<file path="src/rtl/ilid_pkg.sv">
`default_nettype none
// ---------------------------------------------------------------------------
// ilid_pkg
// Shared types, sizes and codes for the indexed list insert/delete core.
// ---------------------------------------------------------------------------
package ilid_pkg;

  // List sizing.
  localparam int CAPACITY   = 256;
  localparam int DATA_WIDTH = 32;

  // Fixed field widths of the item channels.
  localparam int CMD_W     = 3;
  localparam int POS_W     = 10;
  localparam int WORD_W    = 32;
  localparam int STAT_W    = 2;
  localparam int LEN_OUT_W = 9;

  // Derived widths for the cell row and the read tree.
  localparam int IDX_W    = (CAPACITY > 1) ? $clog2(CAPACITY) : 1;
  localparam int LEN_W    = $clog2(CAPACITY + 1);
  localparam int GRP_BITS = (IDX_W + 1) / 2;
  localparam int GRP_SIZE = 1 << GRP_BITS;
  localparam int NUM_GRP  = (CAPACITY + GRP_SIZE - 1) / GRP_SIZE;
  localparam int SEL_W    = (NUM_GRP > 1) ? $clog2(NUM_GRP) : 1;
  localparam int CMP_W    = ((POS_W > LEN_W) ? POS_W : LEN_W) + 1;

  // Command codes.
  typedef enum logic [CMD_W-1:0] {
    CMD_READ     = 3'd0,
    CMD_INS_HEAD = 3'd1,
    CMD_INS_TAIL = 3'd2,
    CMD_INS_AT   = 3'd3,
    CMD_DELETE   = 3'd4
  } cmd_t;

  // Status codes.
  typedef enum logic [STAT_W-1:0] {
    ST_DONE  = 2'd0,
    ST_RANGE = 2'd1,
    ST_FULL  = 2'd2
  } status_t;

  // Broadcast control to every cell of the row.
  typedef struct packed {
    logic                  ins;
    logic                  del;
    logic [IDX_W-1:0]      pos;
    logic [DATA_WIDTH-1:0] data;
  } cell_ctrl_t;

  // Sign-extend (or truncate) a stored entry to the output word width.
  function automatic logic [WORD_W-1:0] widen(input logic [DATA_WIDTH-1:0] v);
    logic signed [DATA_WIDTH-1:0] s;
    s = signed'(v);
    return WORD_W'(s);
  endfunction

endpackage
`default_nettype wire

</file>
<file path="src/rtl/ilid_cell.sv">
`default_nettype none
// ---------------------------------------------------------------------------
// ilid_cell
// One list entry. Shifts up on an insert, down on a delete, or holds.
// ---------------------------------------------------------------------------
module ilid_cell import ilid_pkg::*; (
  input  wire logic                  clk,
  input  wire cell_ctrl_t            ctrl,
  input  wire logic [IDX_W-1:0]      idx,
  input  wire logic [DATA_WIDTH-1:0] left,
  input  wire logic [DATA_WIDTH-1:0] right,
  output logic      [DATA_WIDTH-1:0] word
);

  // An insert takes the new data at its position and the lower neighbor
  // above it; a delete pulls the upper neighbor from the position on.
  always_ff @(posedge clk) begin
    if (ctrl.ins) begin
      if (idx == ctrl.pos) begin
        word <= ctrl.data;
      end else if (idx > ctrl.pos) begin
        word <= left;
      end
    end else if (ctrl.del && (idx >= ctrl.pos)) begin
      word <= right;
    end
  end

endmodule
`default_nettype wire

</file>
<file path="config.mk">
export PLATFORM = sky130hd
export DESIGN_NAME = ilid_cell
export DESIGN_NICKNAME = d
export VERILOG_FILES = /design/src/rtl/ilid_pkg.sv /design/src/rtl/ilid_cell.sv
export SDC_FILE = /design/constraint.sdc
export NUM_CORES = 1
export LEC_CHECK = 0
export ABC_AREA = 1
export BUFFER_PORTS_ARGS = -buffer_cell sky130_fd_sc_hd__buf_4
export CELL_PAD_IN_SITES_DETAIL_PLACEMENT = 1
export CELL_PAD_IN_SITES_GLOBAL_PLACEMENT = 2
export CORE_ASPECT_RATIO = 1.75
export CORE_MARGIN = 2
export CORE_UTILIZATION = 22
export CTS_CLUSTER_DIAMETER = 60
export CTS_CLUSTER_SIZE = 16
export DETAILED_ROUTE_END_ITERATION = 16
export HOLD_SLACK_MARGIN = 0.02
export PLACE_DENSITY = 0.83
export REMOVE_ABC_BUFFERS = 1
export SYNTH_ARGS = -nofsm -noshare
export SYNTH_HDL_FRONTEND = slang
export SYNTH_SLANG_ARGS = --single-unit
export TNS_END_PERCENT = 50
</file>
<file path="constraint.sdc">
create_clock -name clk -period 5.8 [get_ports clk]
set_clock_uncertainty 0.2 [all_clocks]
set_input_delay 0.29 -clock clk [delete_from_list [all_inputs] [get_ports clk]]
set_output_delay 0.29 -clock clk [all_outputs]
set_load 0.03 [all_outputs]
</file>
Yosys cells after proc, flatten, opt, wreduce, memory -nomap -nowiden
Cells that the tools add are included.
Operators by class
  order comparisons: 2
  equality and inequality tests: 2
  multiplexer cells: 4
  reductions and logical operators: 3
Operators with widths (count)
  $mux 32: 4
  $eq 8x8->1: 1
  $ge 8x8->1: 1
  $gt 8x8->1: 1
  $ne 3x1->1 const B: 1
  $reduce_and 2->1: 1
  $reduce_bool 2->1: 1
  $logic_and 1x1->1: 1
Word-level totals
  bits in registers: 32
  bits of input ports: 115
  output and inout port bits: 32
  logic and storage cells: 12

Longest topological paths before layout
  word-level depth: 4
  depth in mapped cells: 10
  mapped depth without buffers: 9

Least setup slack after synthesis
No wires, ideal clock.
  kind: input to register
  start point: in ctrl[39] (netlist bit)
  end point: reg word[0] (enable)
  setup time: 432 ps
  data arrival time: 2711 ps
  path slack: 2457 ps
  stages on the path: 7
  path buffers: 1
  cells stage by stage: inv_1 -> ha_1 -> nand2_1 -> nor2_4 -> buf_4 -> nand2_1 -> a21oi_1
Between the ends
  longest elaborated chain between the ends: 4
  elaborated cells between the ends (all ways): 7
Ends and longest elaborated chain
  from (decl): line ilid_cell.sv:8  | input wire cell_ctrl_t ctrl,
  $ge 8x8->1: line ilid_cell.sv:24  | end else if (ctrl.del && (idx >= ctrl.pos)) begin
  $logic_and 1x1->1: line ilid_cell.sv:24
  $reduce_bool 2->1 (no source line)
  $reduce_and 2->1 (no source line) (*)
  to (signal assigned): line ilid_cell.sv:20  | word <= ctrl.data;
  to (signal assigned): line ilid_cell.sv:22  | word <= left;
  to (signal assigned): line ilid_cell.sv:25  | word <= right;
  to (decl): line ilid_cell.sv:12  | output logic [DATA_WIDTH-1:0] word
Mark *: on every way between the ends. The rest lies on a longest branch, timed or not.
A chain may end at the register's enable or synchronous reset.

Worst setup path in the final report
  start point: in ctrl[39] (netlist bit)
  end point: reg word[16] (enable)
The elaborated chain is that of the path after synthesis.

==> impl_metrics.toml <==
[detailed_routing]
wl_per_cell_um = 14.7
firstDrtPassIters = 4
dr.first_iter.drc_count = 70
ant_nets = 0
avgViaCountPerCell = 4.32
drc = 0
vias = 2322
routed_wirelength_mm = 7.89

[synth]
synth_top_area_share_pct = 46.3
yosysTopAreaCell = "edfxtp_1"
ys_seq_area_share_pct = 46.3
synth_common_cells = "nand2_1, edfxtp_1, nand3_1"
ys_ff_latch = 32
synthTopCellsByArea = "edfxtp_1, nand2_1, nand3_1"
netlist_area_um2 = 2080
yosysWarnings = 0
yosysMostFrequentCell = "nand2_1"
synthCells = 280
async_reset_ff_share_pct = 0
synthDistinctLibCells = 14
synth_edf_count = 32
ys.flop_type = "edfxtp_1"
syn_area_per_cell_um2 = 7.42

[critical_path]
startpoint_type = "primary input"
crit_path_end_kind = "flip-flop"
crit_arrival_ns = 2.91
crit_path_max_fanout = 34
cp.required_ns = 5.49
crit_type = "primary input to flip-flop"

[grt]
antenna_found_initial = 0
grtUsageTotal_pct = 15.3
grt_max_degree = 35
grt_pass1_vias = 2572
grt-ovfl-total = 0
grt_pass1_wl_mm = 12.3

[placement]
place_ws_ns = 2.19
io_buffers = 146
place_congestion = 0.774
dpl.hpwl_mm = 6.11

[timing]
hold_viol_final = 0
tns_ns = 0
period_needed_ns = 3.22
min_period_over_period_pct = 55.4
worstMarginPinSlew_ns = 1.09
setup_viol = 0
rsz0062_at_grt = "no"
slew_headroom_pct = 27.4
drv_slew = 0
fmax_mhz = 311
fin_ws_ns = 2.58

[flow_run]
max_cap_viol_count = 0

[cts]
clockBufferDepth = 2
hold_buffers = 0
clock-sinks = 32
postCtsSetupBuffers = 0
root_buffer = "clkbuf_16"
cts_resized = 0
htree_levels = 2
clk_pin_slew_ns = 0.06
cts-buffers-inserted = 5
tritoncts = "yes"

[die]
num_rows = 46
fp.dieW_um = 77.5
coreArea_um2 = 9150
die_area_um2 = 10300
ios = 147
die_h_um = 133
start_util_pct = 22.7

[hold_path]
hp-class = "primary input to flip-flop"

[power]
powerDensity_nw_per_um2 = 255
leakagePower_nw = 1.81
ir_drop_v = 0.000141
finalPower_mw = 0.866

[finish]
drive_above_1_share_pct = 37.8
fillers = 1128
finalNetCount = 540
n_antenna_cell = 0
multiInputGateArea_um2 = 975
reg_top3 = "word (32)"
largest_reg_flops = 32
ff_latch_area_um2 = 961
registers.top_by_ff_count = "word"
syn_to_final_growth_pct = 63.4
utilization_pct = 37.1

[status]
status = "finished, final reports clean"
through the flow:
step	hold WS (ns)	instances	instance area [µm²]
after floorplan	0.269	264	1970
after global placement	0.364	530	3230
after detailed placement	0.366	530	3230
after CTS	0.0794	538	3390
after global routing	0.0931	538	3390
final	0.0847	538	3390
worst paths after layout:
kind / slack [ns] / start / cells past startpoint / end
setup / recovery: 2.58 / ctrl[39] / 9 / word[16]
hold / removal: 0.08 / right[27] / 3 / word[27]
worst max-delay path, cell delays in order:
cell,delay (ns)
buf_4,0.07
inv_1,0.03
ha_1,0.29
nand2_1,0.10
nor2_4,0.63
nand2_4,0.40
nand2_1,0.15
nor2_1,0.07
a21oi_4,0.84
power by group:
group	total [mW]	internal, mW	leakage [nW]	switching (mW)
clock	0.303	0.202	0.0798	0.101
combinational	0.255	0.108	1.43	0.147
sequential	0.308	0.297	0.299	0.0111
cell type report:
class / count / share of cell area [%]
flip-flops and latches: 32 / 28.3
repair buffers: 146 / 32.3
clock buffers: 5 / 3.69
inverters: 12 / 1.33
multi-input cells: 220 / 28.7
clock inverters: 3 / 1.25
well taps: 120 / 4.42
routing by layer:
layer,up-vias,GRT usage [%],wire [µm]
li1,1164,-,-
met1,1067,13.7,2490
met2,79,32.1,4770
met3,12,2.39,366
met4,0,6.75,267
met5,-,0,0
cells by family after synthesis:
group | synth area share, %
compound gates | 0.964
flops | 46.3
simple gates | 40.6
buf+inv | 7.35
fa+ha+maj | 4.82
cell usage in the layout (no fill, tap or decap):
cell type and instances:
inv_1 12, clkinv_2 1, nand2_1 170, edfxtp_1 32
ha_1 8, a21oi_1 3, clkinvlp_4 1, nand2_4 1
nand3_1 32, nor2_1 3, nor2_4 2, buf_4 146
clkbuf_16 5, bufinv_16 1, a21oi_4 1
Note: power is estimated with default switching activity, not from simulation.
