`src/rtl/ilid_pkg.sv`:
```
`default_nettype none
// ---------------------------------------------------------------------------
// ilid_pkg
// Shared types, sizes and codes for the indexed list insert/delete core.
// ---------------------------------------------------------------------------
package ilid_pkg;

  // List sizing.
  localparam int CAPACITY   = 256;
  localparam int DATA_WIDTH = 32;

  // Fixed field widths of the item channels.
  localparam int CMD_W     = 3;
  localparam int POS_W     = 10;
  localparam int WORD_W    = 32;
  localparam int STAT_W    = 2;
  localparam int LEN_OUT_W = 9;

  // Derived widths for the cell row and the read tree.
  localparam int IDX_W    = (CAPACITY > 1) ? $clog2(CAPACITY) : 1;
  localparam int LEN_W    = $clog2(CAPACITY + 1);
  localparam int GRP_BITS = (IDX_W + 1) / 2;
  localparam int GRP_SIZE = 1 << GRP_BITS;
  localparam int NUM_GRP  = (CAPACITY + GRP_SIZE - 1) / GRP_SIZE;
  localparam int SEL_W    = (NUM_GRP > 1) ? $clog2(NUM_GRP) : 1;
  localparam int CMP_W    = ((POS_W > LEN_W) ? POS_W : LEN_W) + 1;

  // Command codes.
  typedef enum logic [CMD_W-1:0] {
    CMD_READ     = 3'd0,
    CMD_INS_HEAD = 3'd1,
    CMD_INS_TAIL = 3'd2,
    CMD_INS_AT   = 3'd3,
    CMD_DELETE   = 3'd4
  } cmd_t;

  // Status codes.
  typedef enum logic [STAT_W-1:0] {
    ST_DONE  = 2'd0,
    ST_RANGE = 2'd1,
    ST_FULL  = 2'd2
  } status_t;

  // Broadcast control to every cell of the row.
  typedef struct packed {
    logic                  ins;
    logic                  del;
    logic [IDX_W-1:0]      pos;
    logic [DATA_WIDTH-1:0] data;
  } cell_ctrl_t;

  // Sign-extend (or truncate) a stored entry to the output word width.
  function automatic logic [WORD_W-1:0] widen(input logic [DATA_WIDTH-1:0] v);
    logic signed [DATA_WIDTH-1:0] s;
    s = signed'(v);
    return WORD_W'(s);
  endfunction

endpackage
`default_nettype wire

```
`src/rtl/ilid_grp_mux.sv`:
```
`default_nettype none
// ---------------------------------------------------------------------------
// ilid_grp_mux
// First stage of the read tree: picks one cell of a group and registers it.
// ---------------------------------------------------------------------------
module ilid_grp_mux import ilid_pkg::*; (
  input  wire logic                  clk,
  input  wire logic                  en,
  input  wire logic [GRP_BITS-1:0]   sel,
  input  wire logic [DATA_WIDTH-1:0] vals [GRP_SIZE],
  output logic      [DATA_WIDTH-1:0] q
);

  // Capture the selected cell when a command item is taken.
  always_ff @(posedge clk) begin
    if (en) begin
      q <= vals[sel];
    end
  end

endmodule
`default_nettype wire

```
`config.mk`:
```
export PLATFORM = sky130hd
export DESIGN_NAME = ilid_grp_mux
export DESIGN_NICKNAME = d
export VERILOG_FILES = /design/src/rtl/ilid_pkg.sv /design/src/rtl/ilid_grp_mux.sv
export SDC_FILE = /design/constraint.sdc
export NUM_CORES = 1
export LEC_CHECK = 0
export ABC_AREA = 1
export BUFFER_PORTS_ARGS = -buffer_cell sky130_fd_sc_hd__buf_2
export CORE_AREA = 2 2 215 217
export DETAILED_ROUTE_END_ITERATION = 8
export DIE_AREA = 0 0 217 219
export PLACE_DENSITY = 0.49
export SLEW_MARGIN = 20
export SYNTH_ARGS = -nofsm -noshare
export SYNTH_HDL_FRONTEND = slang
export SYNTH_SLANG_ARGS = --single-unit
```
`constraint.sdc`:
```
create_clock -name clk -period 1.9 [get_ports clk]
set_clock_uncertainty 0.15 [all_clocks]
set_input_delay 0.095 -clock clk [delete_from_list [all_inputs] [get_ports clk]]
set_output_delay 0.095 -clock clk [all_outputs]
set_load 0.005 [all_outputs]
```
* Yosys cells after proc, flatten, opt, wreduce, memory -nomap -nowiden
Cells that the tools add are included.
** Storage, ports and cells
- Logic and storage cells :: 6
- Output and inout port bits :: 32
- Register bits :: 32
- Input port bits :: 518
** Operators by class
- Magnitude comparators :: 1
- Muxes and demuxes :: 3
- Bitwise operators :: 1
** Operators by type and width (count)
- 32-bit binary-select mux with 4-bit select :: 1
- 32-bit 2-to-1 mux :: 2
- 5-bit greater-or-equal comparator, second input constant :: 1
- 4-bit NOT with 5-bit output :: 1

* Depth between registers and ports, before layout
- Depth in word-level cells :: 4
- Gate-level depth with buffers :: 10
- Depth with buffers taken out :: 7

* Worst setup path after synthesis
Ideal clock, no wire load.
- Path type :: input to register
- Start point :: input sel[0]
- End point :: register q[11] (data pin)
- Data arrival time :: 0.849 ns
- Buffers on the path :: 3
- Slack :: 0.647 ns
- Required time :: 1.496 ns
- Library setup time :: 0.254 ns
- Cell stages on the path :: 9
- Path through :: buf_6 > inv_4 > buf_6 > buf_6 > nand2_1 > nand3_1 > nand3_1 > nand3_1 > nand2_1
** On the way
- Cells in the longest elaborated chain, start to end :: 4
** Ends and longest elaborated chain
- start, declared :: line ilid_grp_mux.sv:9 : input wire logic [GRP_BITS-1:0] sel,
- 4-bit NOT with 5-bit output (not written as such) :: line ilid_grp_mux.sv:17 : q <= vals[sel];
- 32-bit binary-select mux with 4-bit select :: line ilid_grp_mux.sv:17
- 32-bit 2-to-1 mux (not written as such) (2 in a row) :: line ilid_grp_mux.sv:17
- end signal, assigned :: line ilid_grp_mux.sv:17
- end, declared :: line ilid_grp_mux.sv:11 : output logic [DATA_WIDTH-1:0] q
No other way between the ends. The select of a mux whose other input is x is not followed.
A chain may end at the register's enable or synchronous reset.

* Worst setup path after layout
- Start point :: input sel[0]
- End point :: register q[17] (data pin)
The elaborated chain is that of the path after synthesis.

==> flow_summary_export.csv <==
group,metric,value,unit
floorplan,rows,78,
final_layout,final_common_cell,"nand2_1",
worst_setup_path,arrival,1.46,ns
worst_setup_path,crit_fanout,46,
power_and_ir_drop,total_power,4.22,mW
placement,place.gp.congestion,0.944,
yosys,synth_cell_type_count,12,
clocking,clk_pin_slew_worst_paths,0.07,ns
clocking,numCtsBuffers,5,
final_layout,reg_top3,"q (32)",
sta,setup_viol,0,
global_route,grt_pass1_vias,11069,
clocking,post-cts-setup-buffers,0,
final_layout,layout.cells.non_filler,2693,
run_status,status,"completed",
detailed_routing,highest_layer,"met5",
final_layout,regMostFlops,"q",
sta,finalMaxSlewViolations,0,
final_layout,nNetsFinal,2610,
detailed_routing,drtIter0Drc,861,
clocking,clockRootBuffer,"clkbuf_16",
detailed_routing,vias_per_cell,4.27,
placement,io_buffer_count,549,
global_route,grt_pass1_wl,63300,um
min_path,worstHoldStart,"vals[314]",
global_route,track_usage,17.7,%
detailed_routing,vias,11487,
final_layout,area_delta_synth_final,48.8,%
detailed_routing,dr.pass1.iters,5,
yosys,synth_nets,2099,
yosys,synthCells,1581,
global_route,grt_overflow,0,
global_route,antenna_found_initial,5,
sta,fin_crit,1.57,ns
clocking,cts_resized,0,
yosys,ys.warnings.count,0,
floorplan,ios,550,
clocking,cts_max_path_buffers,2,
detailed_routing,wl_per_cell,16.6,um
yosys,yosysSeqAreaShare,12.7,%
final_layout,drive_gt1_share,29.5,%
clocking,postCtsHoldBufs,0,
detailed_routing,drt-met1-wl,18300,um
floorplan,fp.coreArea,45100,sq um
clocking,cts_tree,"done",
sta,period_share,82.5,%
detailed_routing,final_antenna_net_count,0,
yosys,avgSynthCellArea,4.78,sq um
placement,placed_cells,2685,
worst_setup_path,critPathKind,"input port to register",
yosys,synthesis.area,7560,sq um
yosys,synthTopCellsByArea,"nand2_1 33%, nand3_1 25%, inv_1 19%, edfxtp_1 13%, buf_6 4.2%",
yosys,synth-seq-cells,32,
yosys,synth_top_area_cell,"nand2_1",
floorplan,start_util,16.8,%
clocking,htree_num_levels,2,
detailed_routing,drc,0,
sta,grt_setup_unrepaired,"false",
floorplan,die_x,217,um
power_and_ir_drop,worst_ir_drop_vdd,0.257,mV
worst_setup_path,critPathRequiredTime,1.79,ns
final_layout,final_cell_mix,"672 x nand2_1, 546 x buf_2, 385 x inv_1, 384 x nand3_1, 41 x buf_4",
detailed_routing,wl_met3,4140,um
floorplan,dieArea,47500,sq um
min_path,hp-class,"input port to register",
detailed_routing,routed_wl,44700,um
clocking,cts_sinks,32,
job,max_cap_viol_count,0,
sta,max_freq,638,MHz
final_layout,final_util,25.0,%
worst_setup_path,startpoint_type,"input port",
worst_setup_path,cp-end-kind,"register",
power_and_ir_drop,power_leakage,7.46,nW
sta,slew_headroom,60.1,%
yosys,synth_top_area_share,33.3,%
final_layout,diodes,0,
floorplan,die_y,219,um
sta,tightest_slew,0.598,ns
sta,final_hold_viol_count,0,
detailed_routing,wl_met2,20400,um
final_layout,largest_reg_flops,32,
placement,dp_hpwl,37500,um
global_route,grt_max_degree,52,
power_and_ir_drop,power_density,375,nW/um^2
worst_setup_path,crit_start,"sel[0]",
[area by class of cell]
type / instances / area, sq um
Fill cell: 5342 / 33800
Multi-Input combinational cell: 1056 / 4440
Timing Repair Buffer: 609 / 3470
Inverter: 388 / 1470
Sequential cell: 32 / 961
Tap cell: 600 / 751
Clock buffer: 5 / 125
Clock inverter: 3 / 37.5
[critical path, stage by stage]
cell	delay [ns]
clkbuf_8	0.15
inv_8	0.12
buf_12	0.22
buf_4	0.19
nand2_1	0.08
nand3_1	0.08
nand3_1	0.07
nand3_1	0.29
nand2_1	0.09
[final timing paths]
check	to	depth (start not counted)
max	q[17]	9
min	q[26]	7
[cell families (layout without fill, tap and decap cells)]
logic type / count (synthesis) / in the layout / share of synthesized area (%)
buf+inv: 493 / 1005 / 28.5
flops: 32 / 32 / 12.7
simple gates: 1056 / 1056 / 58.7
[cells in the mapped netlist, drive strengths merged]
cell      n
buf      93
clkbuf   12
edfxtp   32
inv     388
nand2   672
nand3   384
[routing by layer]
| layer | up-vias | global-route usage (%) |
|---|---|---|
| met1 | 5091 | 21.7 |
| met4 | 6 | 8.22 |
| li1 | 5698 | - |
| met2 | 605 | 29.3 |
| met3 | 87 | 4.24 |
| met5 | - | 0 |
[report_power, final]
part	switching, mW	total (mW)	internal [mW]
Combinational	1.31	2.28	0.972
Clock	0.398	1.01	0.612
Sequential	0.0413	0.922	0.881
[stage by stage]
stage / hold slack (ns) / cell area [sq um] / TNS [ns] / worst slack [ns]
after CTS: 0.125 / 11300 / 0 / 0.231
after detailed placement: 0.357 / 11100 / -0.171 / -0.106
after global routing: 0.176 / 11300 / 0 / 0.191
final: 0.141 / 11300 / 0 / 0.332
after floorplan: 0.0575 / 7560 / 0 / 0.647
after global placement: 0.354 / 11100 / -0.152 / -0.0914
No activity file was read; power rests on OpenSTA's default activity.
